==> config.mk <==
export PLATFORM = sky130hd
export DESIGN_NAME = uart_frame_receiver_crc16
export DESIGN_NICKNAME = d
export VERILOG_FILES = /design/src/rtl/ufr_pkg.sv /design/src/rtl/ufr_queue.sv /design/src/rtl/ufr_engine.sv /design/src/rtl/uart_frame_receiver_crc16.sv
export SDC_FILE = /design/constraint.sdc
export NUM_CORES = 1
export LEC_CHECK = 0
export ABC_CLOCK_PERIOD_IN_PS = 3400
export BUFFER_PORTS_ARGS = -buffer_cell sky130_fd_sc_hd__buf_2
export CAP_MARGIN = 15
export CORE_UTILIZATION = 40
export CTS_BUF_LIST = sky130_fd_sc_hd__clkbuf_4 sky130_fd_sc_hd__clkbuf_8
export CTS_CLUSTER_DIAMETER = 200
export DETAILED_ROUTE_END_ITERATION = 16
export PLACE_DENSITY_LB_ADDON = 0.12
export SKIP_LAST_GASP = 1
export SYNTH_ARGS = -nofsm -noshare
export SYNTH_HDL_FRONTEND = slang
export SYNTH_HIERARCHICAL = 1
export SYNTH_SLANG_ARGS = --single-unit
==> constraint.sdc <==
create_clock -name clk -period 3.4 [get_ports clk]
set_input_delay 0 -clock clk [delete_from_list [all_inputs] [get_ports clk]]
set_output_delay 0 -clock clk [all_outputs]
set_load 0.03 [all_outputs]
==> src/rtl/ufr_pkg.sv <==
// Shared types and constants for the UART frame receiver with CRC-16 check.
`timescale 1ns / 1ps

package ufr_pkg;

  localparam int UFR_BUFFER_BYTES_DEFAULT = 32;
  localparam int UFR_QUEUE_DEPTH = 2;
  localparam int MIN_FRAME = 8;
  localparam logic [15:0] CRC_POLY = 16'h1021;
  localparam logic [15:0] CRC_TOP = 16'h8000;

  typedef enum logic {
    OP_BYTE = 1'b0,
    OP_IDLE = 1'b1
  } op_t;

  typedef enum logic [1:0] {
    CFG_HEAD_BYTE        = 2'd0,
    CFG_TAIL_FIRST_BYTE  = 2'd1,
    CFG_TAIL_SECOND_BYTE = 2'd2
  } cfg_index_t;

  typedef enum logic [2:0] {
    STATUS_VALID           = 3'd0,
    STATUS_TOO_SHORT       = 3'd1,
    STATUS_BAD_FRAME       = 3'd2,
    STATUS_LENGTH_MISMATCH = 3'd3,
    STATUS_CRC_MISMATCH    = 3'd4
  } status_t;

  typedef struct packed {
    logic [7:0] head_byte;
    logic [7:0] tail_first_byte;
    logic [7:0] tail_second_byte;
  } frame_cfg_t;

  typedef struct packed {
    op_t        op;
    logic [7:0] data;
  } cmd_item_t;

  typedef struct packed {
    status_t     frame_status;
    logic [7:0]  command;
    logic [15:0] payload_length;
    logic [15:0] frame_crc;
    logic [15:0] computed_crc;
  } result_t;

endpackage

==> src/rtl/ufr_queue.sv <==
// Small first-in first-out queue built from registers.
`timescale 1ns / 1ps

module ufr_queue #(
  parameter int WIDTH = 8,
  parameter int DEPTH = 2
) (
  input  logic             clk,
  input  logic             rst,
  input  logic             push,
  input  logic [WIDTH-1:0] wr_data,
  output logic             full,
  input  logic             pop,
  output logic [WIDTH-1:0] rd_data,
  output logic             empty
);

  localparam int PTR_W = (DEPTH > 1) ? $clog2(DEPTH) : 1;
  localparam int CNT_W = $clog2(DEPTH + 1);

  logic [WIDTH-1:0] mem [DEPTH];
  logic [PTR_W-1:0] wr_ptr;
  logic [PTR_W-1:0] rd_ptr;
  logic [CNT_W-1:0] count;
  logic             do_push;
  logic             do_pop;

  assign full    = (count == CNT_W'(DEPTH));
  assign empty   = (count == '0);
  assign do_push = push && !full;
  assign do_pop  = pop && !empty;
  assign rd_data = mem[rd_ptr];

  always_ff @(posedge clk) begin
    if (do_push) begin
      mem[wr_ptr] <= wr_data;
    end
  end

  always_ff @(posedge clk) begin
    if (rst) begin
      wr_ptr <= '0;
      rd_ptr <= '0;
      count  <= '0;
    end else begin
      if (do_push) begin
        wr_ptr <= (wr_ptr == PTR_W'(DEPTH - 1)) ? '0 : wr_ptr + 1'b1;
      end
      if (do_pop) begin
        rd_ptr <= (rd_ptr == PTR_W'(DEPTH - 1)) ? '0 : rd_ptr + 1'b1;
      end
      case ({do_push, do_pop})
        2'b10:   count <= count + 1'b1;
        2'b01:   count <= count - 1'b1;
        default: count <= count;
      endcase
    end
  end

endmodule

==> src/rtl/ufr_engine.sv <==
// Frame engine: byte capture, CRC-16 update and verdict for each frame.
`timescale 1ns / 1ps

module ufr_engine import ufr_pkg::*; #(
  parameter int BUFFER_BYTES = UFR_BUFFER_BYTES_DEFAULT,
  parameter int CNT_W = $clog2(BUFFER_BYTES + 1)
) (
  input  logic             clk,
  input  logic             rst,
  input  frame_cfg_t       cfg,
  input  logic             cmd_empty,
  input  cmd_item_t        cmd_item,
  output logic             cmd_pop,
  input  logic             res_full,
  output logic             res_push,
  output result_t          res_item,
  output logic [CNT_W-1:0] frame_count
);

  logic [CNT_W-1:0] byte_count;
  logic [7:0]       first_byte;
  logic [7:0]       command_byte;
  logic [15:0]      length_field;
  logic [15:0]      crc_accumulator;
  logic [7:0]       last_four_bytes [4];

  logic             is_byte;
  logic             take_byte;
  logic             close_frame;
  logic [15:0]      rcrc;
  logic             too_short;
  logic             bad_frame;
  logic             length_bad;

  function automatic logic [15:0] crc_feed(input logic [15:0] crc, input logic [7:0] b);
    logic [15:0] c;
    c = crc ^ {b, 8'h00};
    for (int k = 0; k < 8; k++) begin
      if ((c & CRC_TOP) != '0) begin
        c = {c[14:0], 1'b0} ^ CRC_POLY;
      end else begin
        c = {c[14:0], 1'b0};
      end
    end
    return c;
  endfunction

  assign is_byte = (cmd_item.op == OP_BYTE);

  // An idle event that closes a frame needs room in the result queue; anything
  // else can always be consumed.
  assign cmd_pop     = !cmd_empty && (is_byte || byte_count == '0 || !res_full);
  assign take_byte   = cmd_pop && is_byte && (byte_count < CNT_W'(BUFFER_BYTES));
  assign close_frame = cmd_pop && !is_byte && (byte_count != '0);
  assign res_push    = close_frame;
  assign frame_count = byte_count;

  assign rcrc       = {last_four_bytes[0], last_four_bytes[1]};
  assign too_short  = (byte_count < CNT_W'(MIN_FRAME));
  assign bad_frame  = (first_byte != cfg.head_byte) ||
                      (last_four_bytes[2] != cfg.tail_first_byte) ||
                      (last_four_bytes[3] != cfg.tail_second_byte);
  assign length_bad = (17'(byte_count) != 17'(MIN_FRAME) + {1'b0, length_field});

  always_comb begin
    res_item.command        = command_byte;
    res_item.payload_length = length_field;
    res_item.frame_crc      = rcrc;
    res_item.computed_crc   = crc_accumulator;
    if (too_short) begin
      res_item.frame_status   = STATUS_TOO_SHORT;
      res_item.command        = '0;
      res_item.payload_length = '0;
      res_item.frame_crc      = '0;
      res_item.computed_crc   = '0;
    end else if (bad_frame) begin
      res_item.frame_status = STATUS_BAD_FRAME;
    end else if (length_bad) begin
      res_item.frame_status = STATUS_LENGTH_MISMATCH;
    end else if (crc_accumulator != rcrc) begin
      res_item.frame_status = STATUS_CRC_MISMATCH;
    end else begin
      res_item.frame_status = STATUS_VALID;
    end
  end

  always_ff @(posedge clk) begin
    if (rst || close_frame) begin
      byte_count      <= '0;
      first_byte      <= '0;
      command_byte    <= '0;
      length_field    <= '0;
      crc_accumulator <= '0;
      for (int i = 0; i < 4; i++) begin
        last_four_bytes[i] <= '0;
      end
    end else if (take_byte) begin
      if (byte_count == CNT_W'(0)) begin
        first_byte <= cmd_item.data;
      end
      if (byte_count == CNT_W'(1)) begin
        command_byte <= cmd_item.data;
      end
      if (byte_count == CNT_W'(2)) begin
        length_field <= {cmd_item.data, 8'h00};
      end
      if (byte_count == CNT_W'(3)) begin
        length_field <= {length_field[15:8], cmd_item.data};
      end
      // A byte enters the CRC as it leaves the four-byte window, which keeps
      // the received CRC and the tail out of the sum.
      if (byte_count >= CNT_W'(5)) begin
        crc_accumulator <= crc_feed(crc_accumulator, last_four_bytes[0]);
      end
      last_four_bytes[0] <= last_four_bytes[1];
      last_four_bytes[1] <= last_four_bytes[2];
      last_four_bytes[2] <= last_four_bytes[3];
      last_four_bytes[3] <= cmd_item.data;
      byte_count         <= byte_count + 1'b1;
    end
  end

endmodule

==> src/rtl/uart_frame_receiver_crc16.sv <==
// UART request-frame receiver with CRC-16 check: top level.
//
// Input channel: push with operation and rx_byte; a transfer happens when push is
// high and full is low. Operation 0 carries a received byte, operation 1 marks
// the receive line going idle. Up to BUFFER_BYTES bytes of a frame are taken
// into account; later bytes are dropped until the next idle event.
// Result channel: while empty is low the oldest verdict is on frame_status,
// command, payload_length, frame_crc and computed_crc; pop takes it.
// An idle event with bytes pending gives exactly one verdict; one with no
// bytes gives none. Configuration: cfg_valid/cfg_ready with cfg_index and
// cfg_data; cfg_ready is always high and writes should be made while idle.
// Throughput is one item per clock while the result queue has room, set by
// the byte-wide CRC update in the frame engine. A verdict is registered in
// the result queue before it shows on the result ports and can be taken. If the
// result side stalls, the result queue fills, the engine holds the closing
// idle event and the input queue then raises full. Reset clears both queues,
// the frame state and the three configuration registers to zero.
`timescale 1ns / 1ps

module uart_frame_receiver_crc16 import ufr_pkg::*; #(
  parameter int BUFFER_BYTES = UFR_BUFFER_BYTES_DEFAULT
) (
  input  logic        clk,
  input  logic        rst,
  input  logic        push,
  output logic        full,
  input  logic        operation,
  input  logic [7:0]  rx_byte,
  output logic        empty,
  input  logic        pop,
  output logic [2:0]  frame_status,
  output logic [7:0]  command,
  output logic [15:0] payload_length,
  output logic [15:0] frame_crc,
  output logic [15:0] computed_crc,
  input  logic        cfg_valid,
  output logic        cfg_ready,
  input  logic [1:0]  cfg_index,
  input  logic [7:0]  cfg_data
);

  localparam int CNT_W = $clog2(BUFFER_BYTES + 1);
  localparam int CMD_W = $bits(cmd_item_t);
  localparam int RES_W = $bits(result_t);

  frame_cfg_t       cfg;
  cmd_item_t        cmd_in;
  cmd_item_t        cmd_item;
  logic [CMD_W-1:0] cmd_bits;
  logic             cmd_empty;
  logic             cmd_pop;
  result_t          res_item;
  result_t          res_out;
  logic [RES_W-1:0] res_bits;
  logic             res_full;
  logic             res_push;
  logic [CNT_W-1:0] frame_count;

  assign cfg_ready = 1'b1;

  always_ff @(posedge clk) begin
    if (rst) begin
      cfg <= '0;
    end else if (cfg_valid && cfg_ready) begin
      case (cfg_index_t'(cfg_index))
        CFG_HEAD_BYTE:        cfg.head_byte        <= cfg_data;
        CFG_TAIL_FIRST_BYTE:  cfg.tail_first_byte  <= cfg_data;
        CFG_TAIL_SECOND_BYTE: cfg.tail_second_byte <= cfg_data;
        default:              cfg <= cfg;
      endcase
    end
  end

  // Front: classify the incoming item and queue it for the engine.
  always_comb begin
    cmd_in.op   = (operation == 1'b1) ? OP_IDLE : OP_BYTE;
    cmd_in.data = rx_byte;
  end

  ufr_queue #(
    .WIDTH(CMD_W),
    .DEPTH(UFR_QUEUE_DEPTH)
  ) u_cmd_queue (
    .clk    (clk),
    .rst    (rst),
    .push   (push),
    .wr_data(cmd_in),
    .full   (full),
    .pop    (cmd_pop),
    .rd_data(cmd_bits),
    .empty  (cmd_empty)
  );

  assign cmd_item = cmd_item_t'(cmd_bits);

  ufr_engine #(
    .BUFFER_BYTES(BUFFER_BYTES),
    .CNT_W       (CNT_W)
  ) u_engine (
    .clk        (clk),
    .rst        (rst),
    .cfg        (cfg),
    .cmd_empty  (cmd_empty),
    .cmd_item   (cmd_item),
    .cmd_pop    (cmd_pop),
    .res_full   (res_full),
    .res_push   (res_push),
    .res_item   (res_item),
    .frame_count(frame_count)
  );

  ufr_queue #(
    .WIDTH(RES_W),
    .DEPTH(UFR_QUEUE_DEPTH)
  ) u_res_queue (
    .clk    (clk),
    .rst    (rst),
    .push   (res_push),
    .wr_data(res_item),
    .full   (res_full),
    .pop    (pop),
    .rd_data(res_bits),
    .empty  (empty)
  );

  assign res_out        = result_t'(res_bits);
  assign frame_status   = res_out.frame_status;
  assign command        = res_out.command;
  assign payload_length = res_out.payload_length;
  assign frame_crc      = res_out.frame_crc;
  assign computed_crc   = res_out.computed_crc;

  // A verdict must never be pushed into a full result queue, or it is lost.
  a_no_result_overrun: assert property (@(posedge clk) disable iff (rst)
    res_push |-> !res_full)
    else $error("verdict pushed while the result queue is full");

  a_count_bounded: assert property (@(posedge clk) disable iff (rst)
    frame_count <= CNT_W'(BUFFER_BYTES))
    else $error("frame byte count beyond the buffer size");

  // Closing a frame returns the count to zero on the next cycle.
  a_close_clears: assert property (@(posedge clk) disable iff (rst)
    res_push |=> frame_count == '0)
    else $error("frame state not cleared after a verdict");

  a_short_zero: assert property (@(posedge clk) disable iff (rst)
    (res_push && res_item.frame_status == STATUS_TOO_SHORT) |->
      (res_item.command == '0 && res_item.payload_length == '0 &&
       res_item.frame_crc == '0 && res_item.computed_crc == '0))
    else $error("too-short verdict carries non-zero fields");

endmodule
=== After elaboration in Yosys (flattened, before gate mapping) ===
Memory sizes are Yosys's and may differ from the RTL's. A register that Yosys moved wholly into a read port is not among the register bits.
Cells that the tools add are included.

* Bits in registers: 86
* RAM bits: 168
* Input port bits: 24
* Output and inout bits: 62
* Memories kept: 3

* Add/sub/neg operators: 10
* $lt $le $gt $ge: 3
* Eq/ne operators: 16
* Muxes and demuxes: 60
* Bitwise operators: 15
* Reduce and logical (&&, ||, !) cells: 34

{| class="wikitable"
|+ Memories
! name !! depth !! width !! read ports !! clocked after memory_dff !! wr ports !! line !! source
|-
| u_res_queue.mem || 2 || 59 || 1 || 1 || 1 || ufr_queue.sv:21 || <nowiki>logic [WIDTH-1:0] mem [DEPTH];</nowiki>
|-
| u_engine.last_four_bytes || 4 || 8 || 4 || 0 || 4 || ufr_engine.sv:25 || <nowiki>logic [7:0] last_four_bytes [4];</nowiki>
|-
| u_cmd_queue.mem || 2 || 9 || 1 || 1 || 1 || ufr_queue.sv:21 ||
|}

{| class="wikitable"
|+ Operators by type and width
! cell !! number
|-
| 2-to-1 mux 16 bit || 21
|-
| 2-to-1 mux 13 bit || 8
|-
| 2-to-1 mux 56 bit || 1
|-
| 2-to-1 mux 8 bit || 6
|-
| inequality test 8 bit || 3
|-
| NOT 3 bit || 8
|-
| 2-to-1 mux 1 bit || 18
|-
| adder 4 x 16 -> 17 bit (first input constant) || 1
|-
| inequality test 6 x 17 -> 1 bit || 1
|-
| inequality test 16 bit || 1
|-
| bitwise XOR 16 bit || 1
|-
| AND reduction 2 bit || 7
|-
| == test 6 x 2 -> 1 bit (second input constant) || 2
|-
| 2-to-1 mux 3 bit || 4
|-
| == test 2 bit (second input constant) || 5
|-
| logical AND 1 bit || 9
|-
| one-hot mux 2 bit (2 select lines) || 2
|-
| adder 6 x 1 -> 6 bit (second input constant) || 1
|-
| == test 2 x 1 -> 1 bit (second input constant) || 3
|-
| == test 6 x 1 -> 1 bit (second input constant) || 1
|-
| >= comparator 6 x 3 -> 1 bit (second input constant) || 1
|-
| zero test 2 bit || 3
|-
| zero test 6 bit || 1
|-
| less-than comparator 6 x 4 -> 1 bit (second input constant) || 1
|-
| 11 further kinds || 29
|}

=== Longest topological paths before layout ===
* Depth in word-level cells: 40
* Depth in mapped cells: 10
* Depth with buffers taken out: 9

=== Modules after synthesis ===
The synthesis kept the hierarchy.

{| class="wikitable"
|+ By module, submodules not included
! module !! instances !! cells each !! area each (µm²) !! sequential area each (µm²)
|-
| ufr_engine || 1 || 478 || 4678.2 || 2042.0
|-
| ufr_queue at u_res_queue || 1 || 210 || 4473.0 || 3643.5
|-
| uart_frame_receiver_crc16 || 1 || 93 || 1011.0 || 480.5
|-
| ufr_queue at u_cmd_queue || 1 || 54 || 870.8 || 640.6
|}

=== Worst setup path before layout ===
OpenSTA, ideal clock, no wires.

* Path kind: reg2reg
* From: reg u_engine.byte_count[0] (netlist: u_engine/frame_count[0])
* To: mem u_res_queue/mem[0][0] (netlist bit) (enable)
* Setup time: 0.413 ns
* Data arrival time: 2.707 ns
* Required time: 2.987 ns
* Slack: 0.280 ns
* Stages on the path, launching flop included: 9
* Path buffers: 1
* Period minus slack after synthesis: 3.120 ns
* Cells stage by stage: dfxtp_1 inv_1 ha_1 buf_6 a21boi_2 and2_2 inv_1 or3_1 inv_1

* Cells in the longest elaborated chain, start to end: 9
* Elaborated cells on any way between the ends: 10
* Those cells by class: mux: 2; reduce/logical: 8

{| class="wikitable"
|+ Ends and longest elaborated chain
! what !! line !! source
|-
| start, declared || ufr_engine.sv:20 || <nowiki>logic [CNT_W-1:0] byte_count;</nowiki>
|-
| start signal, assigned || ufr_engine.sv:119 || <nowiki>byte_count <= byte_count + 1'b1;</nowiki>
|-
| zero test 6 bit || ufr_engine.sv:52 || <nowiki>assign cmd_pop = !cmd_empty && (is_byte || byte_count == '0 || !res_full);</nowiki>
|-
| logical OR 1 bit (2 in a row) || ufr_engine.sv:52 ||
|-
| logical AND 1 bit || ufr_engine.sv:52 ||
|-
| logical AND 1 bit || ufr_engine.sv:54 || <nowiki>assign close_frame = cmd_pop && !is_byte && (byte_count != '0);</nowiki>
|-
| logical AND 1 bit (*) || ufr_engine.sv:54 ||
|-
| net res_push || uart_frame_receiver_crc16.sv:56 || <nowiki>logic res_push;</nowiki>
|-
| logical AND 1 bit (*) || ufr_queue.sv:30 || <nowiki>assign do_push = push && !full;</nowiki>
|-
| 2-to-1 mux 1 bit (*) || ufr_queue.sv:35 || <nowiki>if (do_push) begin</nowiki>
|-
| 2-to-1 mux 1 bit (implied by the code) (*) || ufr_queue.sv:36 || <nowiki>mem[wr_ptr] <= wr_data;</nowiki>
|-
| end, declared || ufr_queue.sv:21 ||
|}

The timed path passes the listed nets; every way through them passes the cells marked *.

=== Final worst setup path ===
* From: reg u_engine.byte_count[0] (netlist: u_engine/frame_count[0])
* To: mem u_res_queue/mem[0][12] (netlist bit) (enable)

Same word-level chain as after synthesis.

==> flow_summary_export.csv <==
group,metric,value,unit
clocking,cts_resized,0,
drt,first_pass_iters,5,
grt,grt_pass1_wl,36100,um
worst_setup_path,crit_path_top_delay_cell,"dfxtp_1",
worst_setup_path,cp_num_buf_inv,4,
sta,fin_crit_sh,78.6,%
sta,max_freq,374,MHz
floorplan,die_w,168,um
yosys,synth_cells,835,
cells_and_area,insertedDiodeCount,0,
grt,grt_start_max_net_pins,56,
floorplan,pin_count,86,
yosys,async_flop_share,0,%
place,gp_congestion,0.751,
worst_setup_path,critPathTopFamily,"buffers and inverters",
place,dpl_worst_slack,0.719,ns
floorplan,row_count,60,
sta,setup_viol_count_final,0,
worst_setup_path,critPathLaunchType,"flip-flop",
worst_setup_path,rr_worst_depth,8,
clocking,cts.path.max_buffers,3,
clocking,clockRootBuffer,"clkbuf_8",
worst_setup_path,slowest_delay,0.45,ns
worst_setup_path,crit_chain,"inv_1 -> ha_1 -> a21boi_2 -> and2_2 -> inv_1 -> or3_1 -> inv_2 -> buf_12",
sta,tns,0,ns
cells_and_area,final_nets,996,
yosys,synth.net_count,867,
grt,antenna_found_initial,0,
drt,via_per_inst,4.85,
floorplan,die_h,168,um
grt,overflow,0,
grt,grt_use_total,16.5,%
clocking,numCtsBuffers,45,
sta,maxSlewHeadroom,49.9,%
worst_setup_path,cp_data_arrival_time,2.89,ns
yosys,yosysWarnings,6,
drt,drt_wl_total,22700,um
pwr,p_total,0.00853,W
yosys,synthFlopType,"edfxtp_1",
floorplan,initial_core_util,40.8,%
clocking,cts_tree,"built",
yosys,synth_seq_area_share,61.7,%
yosys,syn-mean-instance-area,13.2,sq um
sta,period_needed,2.67,ns
cells_and_area,fillers,2488,
cells_and_area,fin_area,12900,sq um
worst_hold_path,holdPathStages,2,
sta,grt_setup_unrepaired,"false",
clocking,clkSinkCount,256,
grt,grt_pass1_vias,6523,
pwr,powerDensity,659,nW/um^2
clocking,clock_latency,0.54,ns
drt,vias,6503,
worst_setup_path,cp_max_fo,32,
yosys,ys_types,55,
clocking,clkTransAtPathRegs,0.06,ns
cells_and_area,drive_above_1_share,29.9,%
run_status,outcome,"complete, no violations",
drt,drtIter0Drc,257,
sta,setup_slack,0.726,ns
pwr,vdd_drop_max,0.303,mV
drt,ant_nets,0,
place,io_buffer_count,84,
worst_hold_path,min_path_type,"primary input to flip-flop",
clocking,cts_max_level,2,
sta,final_hold_viol_count,0,
place,dpl.hpwl,14800,um
floorplan,coreArea,27000,sq um
worst_setup_path,cp.depth,8,
worst_setup_path,crit_path_frequent_cell,"inv_1",
worst_setup_path,worst_setup_path_end_kind,"flip-flop",
worst_setup_path,required,3.62,ns
worst_setup_path,setup.worst_path.class,"flip-flop to flip-flop",
yosys,netlist_area,11000,sq um
drt,remaining_drc_errors,0,
yosys,synth-edff-count,168,
job,cap_violations,0,
sta,report.final.slew_viol_count,0,
place,placed_cell_area,11800,sq um
pwr,p_leak,4.85,nW
sta,fin_worst_skew,0.0207,ns
yosys,synth-seq-cells,256,
cells_and_area,synthToLayoutAreaGrowth,17.3,%
drt,wire_per_inst,16.9,um
floorplan,dieArea,28300,sq um
sta,worst_pin_slew,0.750,ns
==> synth_stat cells, types with 13 or more instances <==
cell / count / share of area [%]
a21oi_1: 25 / 1.1
and2_1: 55 / 3.1
and2_2: 33 / 2.2
buf_2: 13 / 0.59
dfxtp_1: 88 / 16
edfxtp_1: 168 / 46
mux2_2: 68 / 6.9
mux2i_1: 41 / 3.7
nand2_1: 27 / 0.92
nand2b_1: 34 / 1.9
nand3_1: 20 / 0.91
nor2_1: 56 / 1.9
xnor2_1: 41 / 3.3
xor2_1: 32 / 2.5
==> final timing paths <==
| kind | from | endpoint | slack [ns] |
|---|---|---|---|
| worst max-delay path | u_engine/frame_count[0] | u_res_queue/mem[0][12] | 0.73 |
| worst min-delay path | rx_byte[4] | u_cmd_queue/mem[0][4] | 0.19 |
| worst max register to register | u_engine/frame_count[0] | u_res_queue/mem[0][12] | 0.73 |
| worst min register to register | u_engine/command_byte[7] | u_engine/command_byte[7] | 0.46 |
==> what timing repair did <==
item	4_1_cts	5_1_grt
hold buffers	24	0
buffers inserted	0	0
hold endpoints to repair	52	0
==> layout make-up <==
cell class | instances | area, sq um | area share, %
Sequential cell | 256 | 6810 | 52.6
Multi-Input combinational cell | 526 | 3880 | 30.0
Clock buffer | 78 | 911 | 7.04
Timing Repair Buffer | 123 | 836 | 6.46
Tap cell | 341 | 427 | 3.30
Inverter | 12 | 45.0 | 0.348
Clock inverter | 6 | 28.8 | 0.222
==> cell families after synthesis <==
group | synth area share [%]
AOI/OAI and AO/OA | 3.83
xor gates and xnor gates | 5.79
adders and majority gates | 0.907
buffers and inverters | 3.13
DFF | 61.7
muxes | 10.7
other | 0.0340
and+or+nand+nor | 13.9
==> flip-flops by register name (all words and copies together) (netlist names), 2 cells and up, named ones only <==
| signal | count |
|---|---|
| u_engine/first_byte | 8 |
| u_engine/length_field | 16 |
| u_cmd_queue/mem | 18 |
| u_engine/frame_count | 6 |
| cfg | 24 |
| u_engine/crc_accumulator | 16 |
| u_res_queue/count | 2 |
| u_engine/last_four_bytes | 32 |
| u_engine/command_byte | 8 |
| u_res_queue/mem | 118 |
| u_cmd_queue/count | 2 |
==> placed cells by master (no fill, tap or decap), drive strengths merged, types with 2 or more instances in the layout <==
cell / count
and2: 88
nor3: 6
edfxtp: 168
a21oi: 26
a21o: 2
a22oi: 8
nor2: 58
ha: 8
buf: 99
or3: 7
mux2: 68
xor2: 32
and3: 3
nand3: 20
a211oi: 7
nand2b: 36
o21a: 3
dlygate4sd3: 24
clkbuf: 78
inv: 12
xnor2: 41
a31oi: 4
nand2: 27
o21ai: 11
nor4: 7
a21boi: 2
clkinv: 5
mux2i: 41
dfxtp: 88
nand4: 8
nand3b: 4
==> metal layers <==
metal	track usage [%]	up-vias	part of all wire, %
li1	-	3213	-
met1	23.8	3115	51
met2	25.1	139	44
met3	3.36	36	4.1
met4	4.58	0	1.6
met5	0	-	0
==> power by group <==
group | switching (W) | internal (W)
combinational | 0.00110 | 0.000686
clock | 0.00118 | 0.00167
sequential | 0.000233 | 0.00365
==> through the flow <==
stage	instances	utilization, %	hold slack [ns]
2_1_floorplan	835	-	0.0691
3_3_place_gp	1234	43.5	0.191
3_5_place_dp	1234	43.5	0.193
4_1_cts	1342	47.9	0.148
5_1_grt	1342	47.9	0.168
6_report	1342	47.9	0.188
(Power assumes the default switching activity.)
